`config.mk`:
```
export PLATFORM = sky130hd
export DESIGN_NAME = midi_meta_event_parser_flat
export DESIGN_NICKNAME = d
export VERILOG_FILES = /design/src/rtl/mmep_pkg.sv /design/src/rtl/mmep_if.sv /design/src/rtl/midi_meta_event_parser.sv /design/src/flat_wrapper.sv
export SDC_FILE = /design/constraint.sdc
export NUM_CORES = 1
export LEC_CHECK = 0
export ABC_AREA = 1
export BUFFER_PORTS_ARGS = -buffer_cell sky130_fd_sc_hd__buf_2
export CORE_MARGIN = 4
export CORE_UTILIZATION = 39
export CTS_BUF_LIST = sky130_fd_sc_hd__clkbuf_8 sky130_fd_sc_hd__clkbuf_16
export CTS_CLUSTER_SIZE = 25
export DETAILED_ROUTE_END_ITERATION = 7
export PLACE_DENSITY_LB_ADDON = 0.08
export SETUP_SLACK_MARGIN = 0.1
export SYNTH_ARGS = -nofsm -noshare
export SYNTH_HDL_FRONTEND = slang
export SYNTH_SLANG_ARGS = --single-unit
```
`constraint.sdc`:
```
create_clock -name clk -period 3.4 [get_ports clk]
set_clock_uncertainty 0.05 [all_clocks]
set_input_delay 0.51 -clock clk [delete_from_list [all_inputs] [get_ports clk]]
set_output_delay 0.51 -clock clk [all_outputs]
set_load 0.1 [all_outputs]
```
`src/rtl/mmep_pkg.sv`:
```
// Types, type codes and helper functions for the MIDI meta event parser.
package mmep_pkg;

	localparam logic [7:0] TYPE_SEQ_NUM   = 8'h00;
	localparam logic [7:0] TYPE_TEXT      = 8'h01;
	localparam logic [7:0] TYPE_COPYRIGHT = 8'h02;
	localparam logic [7:0] TYPE_NAME      = 8'h03;
	localparam logic [7:0] TYPE_CUE       = 8'h07;
	localparam logic [7:0] TYPE_EOT       = 8'h2F;
	localparam logic [7:0] TYPE_TEMPO     = 8'h51;
	localparam logic [7:0] TYPE_SMPTE     = 8'h54;
	localparam logic [7:0] TYPE_TIME_SIG  = 8'h58;
	localparam logic [7:0] TYPE_KEY_SIG   = 8'h59;
	localparam logic [7:0] TYPE_SEQ_SPEC  = 8'h7F;

	localparam logic [2:0] LEN_SEQ_NUM  = 3'd2;
	localparam logic [2:0] LEN_TEMPO    = 3'd3;
	localparam logic [2:0] LEN_SMPTE    = 3'd5;
	localparam logic [2:0] LEN_TIME_SIG = 3'd4;
	localparam logic [2:0] LEN_KEY_SIG  = 3'd2;
	localparam logic [2:0] VLQ_MAX_BYTES = 3'd4;

	typedef struct packed {
		logic       event_start;
		logic [7:0] in_byte;
	} in_item_t;

	typedef struct packed {
		logic        text_valid;
		logic [7:0]  text_byte;
		logic        event_done;
		logic        length_error;
		logic [7:0]  event_type;
		logic [27:0] event_value;
		logic [28:0] consumed_count;
	} out_item_t;

	function automatic logic [2:0] fixed_length(input logic [7:0] t);
		logic [2:0] len;
		unique case (t)
			TYPE_SEQ_NUM:  len = LEN_SEQ_NUM;
			TYPE_TEMPO:    len = LEN_TEMPO;
			TYPE_SMPTE:    len = LEN_SMPTE;
			TYPE_TIME_SIG: len = LEN_TIME_SIG;
			TYPE_KEY_SIG:  len = LEN_KEY_SIG;
			default:       len = 3'd0;
		endcase
		return len;
	endfunction

	function automatic logic is_text(input logic [7:0] t);
		return (t == TYPE_TEXT) || (t == TYPE_COPYRIGHT) || (t == TYPE_NAME) || (t == TYPE_CUE);
	endfunction

endpackage

```
`src/rtl/mmep_if.sv`:
```
// Valid/ready channel interfaces for the meta event parser input and result.
interface mmep_in_if;
	logic               valid;
	logic               ready;
	mmep_pkg::in_item_t data;

	modport source(output valid, output data, input ready);
	modport sink(input valid, input data, output ready);
endinterface

interface mmep_out_if;
	logic                valid;
	logic                ready;
	mmep_pkg::out_item_t data;

	modport source(output valid, output data, input ready);
	modport sink(input valid, input data, output ready);
endinterface

```
`src/rtl/midi_meta_event_parser.sv`:
```
// MIDI file meta event parser: one body byte in, one result out per transfer.
// The result of a byte is registered and valid in the cycle after its transfer.
// Throughput: one byte per cycle; the parser state and the result register
// update in the same cycle, and input stalls only while an untaken result waits.
// Reset (arst_n low, asynchronous): parser idle, all parser state zero, no result pending (result data not reset).
module midi_meta_event_parser (
	input  logic          clk,
	input  logic          arst_n,
	mmep_in_if.sink       body,
	mmep_out_if.source    result
);
	import mmep_pkg::*;

	typedef enum logic [3:0] {
		PH_IDLE    = 4'd0,
		PH_FIXLEN  = 4'd1,
		PH_FIXDATA = 4'd2,
		PH_VARLEN  = 4'd3,
		PH_PAYLOAD = 4'd4
	} phase_t;

	phase_t      phase_q, phase_d;
	logic [7:0]  kind_q, kind_d;
	logic [27:0] len_acc_q, len_acc_d;
	logic [2:0]  len_cnt_q, len_cnt_d;
	logic [27:0] remain_q, remain_d;
	logic [23:0] val_acc_q, val_acc_d;
	logic [28:0] byte_cnt_q, byte_cnt_d;

	logic        out_valid_q;
	out_item_t   res_q, res_d;
	logic        accept;
	logic [7:0]  b;
	logic [27:0] remain_dec;
	logic [2:0]  len_cnt_inc;

	assign body.ready   = !out_valid_q || result.ready;
	assign accept       = body.valid && body.ready;
	assign result.valid = out_valid_q;
	assign result.data  = res_q;

	assign b           = body.data.in_byte;
	assign remain_dec  = remain_q - 28'd1;
	assign len_cnt_inc = len_cnt_q + 3'd1;

	always_comb begin
		phase_d    = phase_q;
		kind_d     = kind_q;
		len_acc_d  = len_acc_q;
		len_cnt_d  = len_cnt_q;
		remain_d   = remain_q;
		val_acc_d  = val_acc_q;
		byte_cnt_d = byte_cnt_q;
		res_d      = '0;

		if (body.data.event_start) begin
			kind_d     = b;
			byte_cnt_d = 29'd1;
			val_acc_d  = '0;
			len_acc_d  = '0;
			len_cnt_d  = '0;
			remain_d   = '0;
			if (b == TYPE_EOT) begin
				res_d.event_done     = 1'b1;
				res_d.consumed_count = 29'd1;
				phase_d              = PH_IDLE;
			end else if (fixed_length(b) != 3'd0) begin
				phase_d = PH_FIXLEN;
			end else begin
				phase_d = PH_VARLEN;
			end
		end else begin
			unique case (phase_q)
				PH_FIXLEN: begin
					byte_cnt_d = byte_cnt_q + 29'd1;
					if (b != {5'd0, fixed_length(kind_q)}) begin
						res_d.event_done   = 1'b1;
						res_d.length_error = 1'b1;
						phase_d            = PH_IDLE;
					end else begin
						remain_d  = {20'd0, b};
						val_acc_d = '0;
						phase_d   = PH_FIXDATA;
					end
				end
				PH_FIXDATA: begin
					byte_cnt_d = byte_cnt_q + 29'd1;
					val_acc_d  = {val_acc_q[15:0], b};
					remain_d   = remain_dec;
					if (remain_dec == 28'd0) begin
						res_d.event_done     = 1'b1;
						res_d.consumed_count = byte_cnt_d;
						if (kind_q == TYPE_SEQ_NUM || kind_q == TYPE_TEMPO)
							res_d.event_value = {4'd0, val_acc_d};
						phase_d = PH_IDLE;
					end
				end
				PH_VARLEN: begin
					byte_cnt_d = byte_cnt_q + 29'd1;
					len_cnt_d  = len_cnt_inc;
					len_acc_d  = {len_acc_q[20:0], b[6:0]};
					if (b[7]) begin
						if (len_cnt_inc >= VLQ_MAX_BYTES) begin
							res_d.event_done   = 1'b1;
							res_d.length_error = 1'b1;
							phase_d            = PH_IDLE;
						end
					end else if (len_acc_d == 28'd0) begin
						res_d.event_done     = 1'b1;
						res_d.consumed_count = byte_cnt_d;
						phase_d              = PH_IDLE;
					end else begin
						remain_d = len_acc_d;
						phase_d  = PH_PAYLOAD;
					end
				end
				PH_PAYLOAD: begin
					byte_cnt_d = byte_cnt_q + 29'd1;
					if (is_text(kind_q)) begin
						res_d.text_valid = 1'b1;
						res_d.text_byte  = b;
					end
					remain_d = remain_dec;
					if (remain_dec == 28'd0) begin
						res_d.event_done     = 1'b1;
						res_d.consumed_count = byte_cnt_d;
						if (is_text(kind_q) || kind_q == TYPE_SEQ_SPEC)
							res_d.event_value = len_acc_q;
						phase_d = PH_IDLE;
					end
				end
				default: begin
					phase_d = PH_IDLE;
				end
			endcase
		end
		res_d.event_type = kind_d;
	end

	always_ff @(posedge clk or negedge arst_n) begin
		if (!arst_n) begin
			phase_q     <= PH_IDLE;
			kind_q      <= '0;
			len_acc_q   <= '0;
			len_cnt_q   <= '0;
			remain_q    <= '0;
			val_acc_q   <= '0;
			byte_cnt_q  <= '0;
			out_valid_q <= 1'b0;
		end else begin
			if (accept) begin
				phase_q    <= phase_d;
				kind_q     <= kind_d;
				len_acc_q  <= len_acc_d;
				len_cnt_q  <= len_cnt_d;
				remain_q   <= remain_d;
				val_acc_q  <= val_acc_d;
				byte_cnt_q <= byte_cnt_d;
			end
			if (accept)
				out_valid_q <= 1'b1;
			else if (result.ready)
				out_valid_q <= 1'b0;
		end
	end

	always_ff @(posedge clk) begin
		if (accept)
			res_q <= res_d;
	end

	// a pending result is never overwritten before it is taken
	assert property (@(posedge clk) disable iff (!arst_n)
		out_valid_q && !result.ready |=> $stable(res_q) && out_valid_q)
		else $error("pending result overwritten");

	assert property (@(posedge clk) disable iff (!arst_n)
		out_valid_q && res_q.length_error |-> res_q.event_done && res_q.consumed_count == 29'd0)
		else $error("length error without done or with a count");

	assert property (@(posedge clk) disable iff (!arst_n)
		out_valid_q && !res_q.event_done |-> res_q.consumed_count == 29'd0
			&& res_q.event_value == 28'd0)
		else $error("count or value outside a finished event");

	assert property (@(posedge clk) disable iff (!arst_n)
		accept && !body.data.event_start && phase_q == PH_IDLE |=> phase_q == PH_IDLE)
		else $error("idle parser left idle without a type byte");

	assert property (@(posedge clk) disable iff (!arst_n)
		out_valid_q && res_q.text_valid |-> is_text(res_q.event_type) && !res_q.length_error)
		else $error("text byte from a non-text event");

endmodule
```
`src/flat_wrapper.sv`:
```
// flat-port wrapper written by rule: the top's interface ports become plain ports
module midi_meta_event_parser_flat import mmep_pkg::*;
  (clk, arst_n, body_valid, body_data, body_ready, result_valid, result_data, result_ready);
  mmep_in_if body_i ();
  mmep_out_if result_i ();
  input  logic clk;
  input  logic arst_n;
  input wire logic [$bits(body_i.valid)-1:0] body_valid;
  input wire logic [$bits(body_i.data)-1:0] body_data;
  output wire logic [$bits(body_i.ready)-1:0] body_ready;
  output wire logic [$bits(result_i.valid)-1:0] result_valid;
  output wire logic [$bits(result_i.data)-1:0] result_data;
  input wire logic [$bits(result_i.ready)-1:0] result_ready;
  assign body_i.valid = body_valid;
  assign body_i.data = body_data;
  assign body_ready = body_i.ready;
  assign result_valid = result_i.valid;
  assign result_data = result_i.data;
  assign result_i.ready = result_ready;
  midi_meta_event_parser u_core (.clk(clk), .arst_n(arst_n), .body(body_i), .result(result_i));
endmodule
```
---- After elaboration in Yosys (flattened, before gate mapping) ----
Cells that the tools add are included.
word-level totals
  flip-flop bits (word level) ............. 193
  input bits .............................. 13
  output and inout port bits .............. 78
  logic and storage cells ................. 127
cells by class
  $add $sub $neg .......................... 3
  magnitude comparators ................... 1
  eq/ne operators ......................... 24
  multiplexer cells ....................... 53
  bitwise operators ....................... 2
  reductions and logical operators ........ 29
operators by type and width
  operator                 number
  $mux W28                 7
  $mux W29                 5
  $pmux W29 S3             1
  $pmux W28 S3             1
  $eq A8 B7 Y1 const B     9
  $mux W57                 1
  $logic_not A28 Y1        2
  $pmux W28 S2             1
  $mux W53                 1
  $mux W16                 2
  $pmux W16 S2             1
  $add A29 B1 Y29 const B  1
  $sub A28 B1 Y28 const B  1
  $mux W24                 1
  $pmux W3 S4              2
  $mux W3                  7
  $mux W4                  5
  $eq A8 B2 Y1 const B     2
  $logic_not A8 Y1         2
  $pmux W4 S3              1
  $mux W1                  9
  $mux W9                  1
  $ne A3 B3 Y1 const B     3
  $eq A4 B2 Y1 const B     2
  other kinds (27)         44

---- Longest topological paths before layout ----
  word-level depth ........................ 9
  gate-level depth with buffers ........... 17
  depth with buffers taken out ............ 17

---- Worst setup path before layout ----
OpenSTA, ideal clock, no wires.
  path kind ............................... flip-flop to flip-flop
  from .................................... register u_core.out_valid_q, in the netlist u_core.result.valid
  to ...................................... register u_core.res_q, in the netlist u_core.result.data[0] (enable)
  setup time .............................. 468 ps
  data arrival time ....................... 4445 ps
  data required time ...................... 2882 ps
  slack ................................... -1563 ps
  cell stages (with the launch flop) ...... 6
  buffers on the path ..................... 2
  clock period less this slack ............ 4963 ps
  cells stage by stage .................... dfrtp_1 -> nand2_1 -> nand2_1 -> inv_1 -> clkbuf_1 -> clkbuf_1
on the way
  cells in the longest elaborated chain, start to end .. 3
ends and longest elaborated chain
  element                   RTL line                       RTL
  start: declaration        midi_meta_event_parser.sv:30   logic out_valid_q;
  start signal: assignment  midi_meta_event_parser.sv:149  out_valid_q <= 1'b0;
  start signal: assignment  midi_meta_event_parser.sv:161  out_valid_q <= 1'b1;
  start signal: assignment  midi_meta_event_parser.sv:163  out_valid_q <= 1'b0;
  $logic_not A1 Y1          midi_meta_event_parser.sv:37   assign body.ready = !out_valid_q || result.ready;
  $logic_or A1 B1 Y1        midi_meta_event_parser.sv:37
  via body_ready            flat_wrapper.sv:10             output wire logic [$bits(body_i.ready)-1:0] body_ready;
  $logic_and A1 B1 Y1       midi_meta_event_parser.sv:38   assign accept = body.valid && body.ready;
  via u_core.accept         midi_meta_event_parser.sv:32   logic accept;
  end signal: assignment    midi_meta_event_parser.sv:169  res_q <= res_d;
  end: declaration          midi_meta_event_parser.sv:31   out_item_t res_q, res_d;
The timed path passes the listed nets, and every way through them passes these cells.
A chain may end at the register's enable or synchronous reset.

---- Final worst setup path ----
  from .................................... register u_core.phase_q[1]
  to ...................................... register u_core.byte_cnt_q[22]
on the way
  cells in the longest elaborated chain, start to end .. 4
  elaborated cells on any way between the ends .. 7
  classes of those cells .................. eq/ne: 4; reduce/logical: 3
ends and longest elaborated chain
  element                                RTL line                       RTL
  start: declaration                     midi_meta_event_parser.sv:22   phase_t phase_q, phase_d;
  start signal: assignment               midi_meta_event_parser.sv:152  phase_q <= phase_d;
  $eq A4 B1 Y1 (tied with other cells)   midi_meta_event_parser.sv:73   unique case (phase_q)
  $reduce_or A4 Y1 (no source line) *    -
  $reduce_bool A2 Y1 (no source line) *  -
  $reduce_and A2 Y1 (no source line) *   -
  end signal: assignment                 midi_meta_event_parser.sv:158  byte_cnt_q <= byte_cnt_d;
  end: declaration                       midi_meta_event_parser.sv:28   logic [28:0] byte_cnt_q, byte_cnt_d;
Every way passes the cells marked *; elsewhere a longest branch is shown, timed or not.

==> impl_metrics.ini <==
[status]
status = completed

[yosys]
netlist_instances = 1190
ys_ff_latch = 192
synth_nets = 1207
ys.flop_type = dfrtp_1
synth-edff-count = 76
synth.yosys.seq_area_share_pct = 52.9
postSynthAreaPerCell_um2 = 8.24
yosysWarnings = 0
ys_async_sr_fraction_pct = 60.4
synth_area_um2 = 9810
synth_cell_type_count = 38

[sta]
tns_ns = 0
final-setup-viol-count = 0
hold_viol_final = 0
fmax_mhz = 357
rsz0062_at_grt = no
slew_viol_final = 0
fin_crit_sh_pct = 82.3
worstMarginPinSlew_ns = 0.707
fin_ws_ns = 0.600
slew_headroom_pct = 52.7
whs_ns = 0.00368
finalCriticalPeriod_ns = 2.80

[setup_path]
crit_path_start_kind = flop
cp-startpoint = u_core.phase_q[1]$_DFFE_PN0P_
path_class = reg2reg
ff2ff_path_depth = 11
cp-endpoint = u_core.byte_cnt_q[22]$_DFFE_PN0P_
cp_num_cells = 11
cp-end-kind = flop
worstPathRequired_ns = 3.68
worstPathCellList = inv_1, nor3_2, nor2_1, nand3_1, nand2_1, clkinv_1, buf_4, nand2_1, inv_1, o21ai_0, nand2_1
critPathMaxFanout = 19
crit_family = simple AND/OR/NAND/NOR gates
critPathArrivalTime_ns = 3.08
worst-r2r-setup-slack_ns = 0.60
cp_common_cell = nand2_1
r2r-end = u_core.byte_cnt_q[22]$_DFFE_PN0P_
r2r_start = u_core.phase_q[1]$_DFFE_PN0P_
crit_buf_inv = 4
slowest_delay_ns = 0.57
crit_slowest_cell = nor2_1

[hold_path]
hold_path.class = in2async

[cts]
htreeDepth = 4
cts.sinks = 192
post_cts_buffers = 0
cts_buffer_depth = 2
cts_hold_buf = 0
clkTransAtPathRegs_ns = 0.08
cts_tree = yes
post_cts_resized = 0
cts_buffers = 17
clock_latency_ns = 0.44
root_buffer = clkbuf_16

[floorplan]
dieArea_um2 = 27700
core-area_um2 = 24500
num_rows = 57
start_util_pct = 40.0
die_height_um = 167
die_w_um = 167
io_pins = 91

[finish]
multi_input_area_um2 = 3870
diodes = 0
regArea_um2 = 5180
nets = 1295
syn_to_final_growth_pct = 15.3
final_common_cell = nand2_1
drive_above_1_share_pct = 14.1
fillers = 2503
final_util_pct = 46.1
final_cell_mix = 270 x nand2_1, 143 x inv_1, 120 x nor2_1

[run]
drv_cap = 0

[global_route]
grt_use_total_pct = 21.2
gr-total-overflow = 0
first_global_vias = 8316
grt_pass1_wl_mm = 47.1
grt_max_degree = 57
antenna_found_initial = 0

[route]
detail_route.iter0.violations = 739
via_count = 8513
viasPerCell = 5.27
drc = 0
antenna_left = 0
wl_mm = 29.2
wl_per_cell_um = 18.1
drt_first_pass_iters = 6

[place]
pre_cts_ws_ns = 0.648
gp_congestion = 0.904
dp_hpwl_mm = 21.1
io_buffers = 90

[power_and_ir_drop]
p_per_area_nw_per_um2 = 653
p_leak_nw = 4.86
total_power_mw = 7.38
ir_worst_vdd_v = 0.000294
==> kinds of logic (layout without fill, tap and decap cells) <==
kind of cell	after synthesis	in the layout	share of synthesized area, %
xor+xnor	18	18	1.61
fa+ha+maj	4	4	0.510
simple gates	583	583	26.2
compound gates	196	196	11.0
buf+inv	197	298	7.77
flops	192	192	52.9
==> worst register-to-register path: cells and delay by family, from the launching register on <==
| family | cells | cell delay (ns) |
|---|---|---|
| flops | 1 | 0.43 |
| buf+inv | 4 | 0.56 |
| compound gates | 1 | 0.11 |
| simple gates | 6 | 1.56 |
==> final cells by class <==
class	instances	area share, %
clock buffers	17	3.76
clock inverters	15	1.84
inverters	149	4.97
multi-input cells	801	34.2
flip-flops and latches	192	45.9
well taps	324	3.59
repair buffers	117	5.80
==> stage by stage <==
| step | instance area (µm²) | std cells |
|---|---|---|
| floorplan | 9810 | 1190 |
| global placement | 10700 | 1583 |
| detailed placement | 10700 | 1583 |
| CTS | 11300 | 1615 |
| global route | 11300 | 1615 |
| finish | 11300 | 1615 |
==> cells in the mapped netlist, types with 3 or more instances <==
cell / count / share of area [%]
nand3_1: 77 / 3.9
nor3_2: 3 / 0.31
inv_1: 144 / 5.5
o22ai_1: 51 / 3.3
o21ai_0: 100 / 5.1
ha_1: 4 / 0.51
buf_2: 6 / 0.31
nand4_1: 45 / 2.9
nor4_1: 9 / 0.57
o21ai_1: 5 / 0.26
a21boi_0: 4 / 0.31
nor2_1: 120 / 4.6
clkbuf_1: 38 / 1.5
inv_2: 3 / 0.11
xor2_1: 16 / 1.4
nor2_2: 14 / 0.89
nand2_1: 271 / 10
nand2_2: 4 / 0.26
a21oi_1: 31 / 1.6
dfrtp_1: 116 / 30
edfxtp_1: 76 / 23
nor3_1: 31 / 1.6
==> worst min-delay path by stage <==
stage	start	end	slack (ns)	cells after the start
final	arst_n	u_core.remain_q[8]$_DFFE_PN0P_	0.004	1
after global placement	u_core.val_acc_q[7]$_DFFE_PN0P_	u_core.val_acc_q[7]$_DFFE_PN0P_	0.42	2
after floorplan	arst_n	u_core.byte_cnt_q[0]$_DFFE_PN0P_	0.16	0
after detailed placement	u_core.val_acc_q[7]$_DFFE_PN0P_	u_core.val_acc_q[7]$_DFFE_PN0P_	0.42	2
after CTS	arst_n	u_core.remain_q[13]$_DFFE_PN0P_	0.03	1
after global routing	arst_n	u_core.remain_q[8]$_DFFE_PN0P_	0.05	1
==> where the power goes <==
part	internal, mW	total, mW	switching [mW]	leakage (nW)
Clock	1.14	2.17	1.03	0.306
Combinational	0.620	2.44	1.82	2.21
Sequential	2.61	2.77	0.158	2.34
==> sequential cells by signal, indices dropped and copies added (netlist names) <==
signal / count
u_core.len_acc_q: 28
u_core.result.valid: 1
u_core.byte_cnt_q: 29
u_core.remain_q: 28
u_core.result.data: 76
u_core.val_acc_q: 16
u_core.kind_q: 8
u_core.phase_q: 3
u_core.len_cnt_q: 3
==> per-layer routing <==
metal  GRT usage, %  part of all wire, %
met5              0                    0
met4           5.87                  1.7
met3           3.37                  5.9
met2           34.1                   46
met1           30.0                   46
No activity file was read; power rests on OpenSTA's default activity.
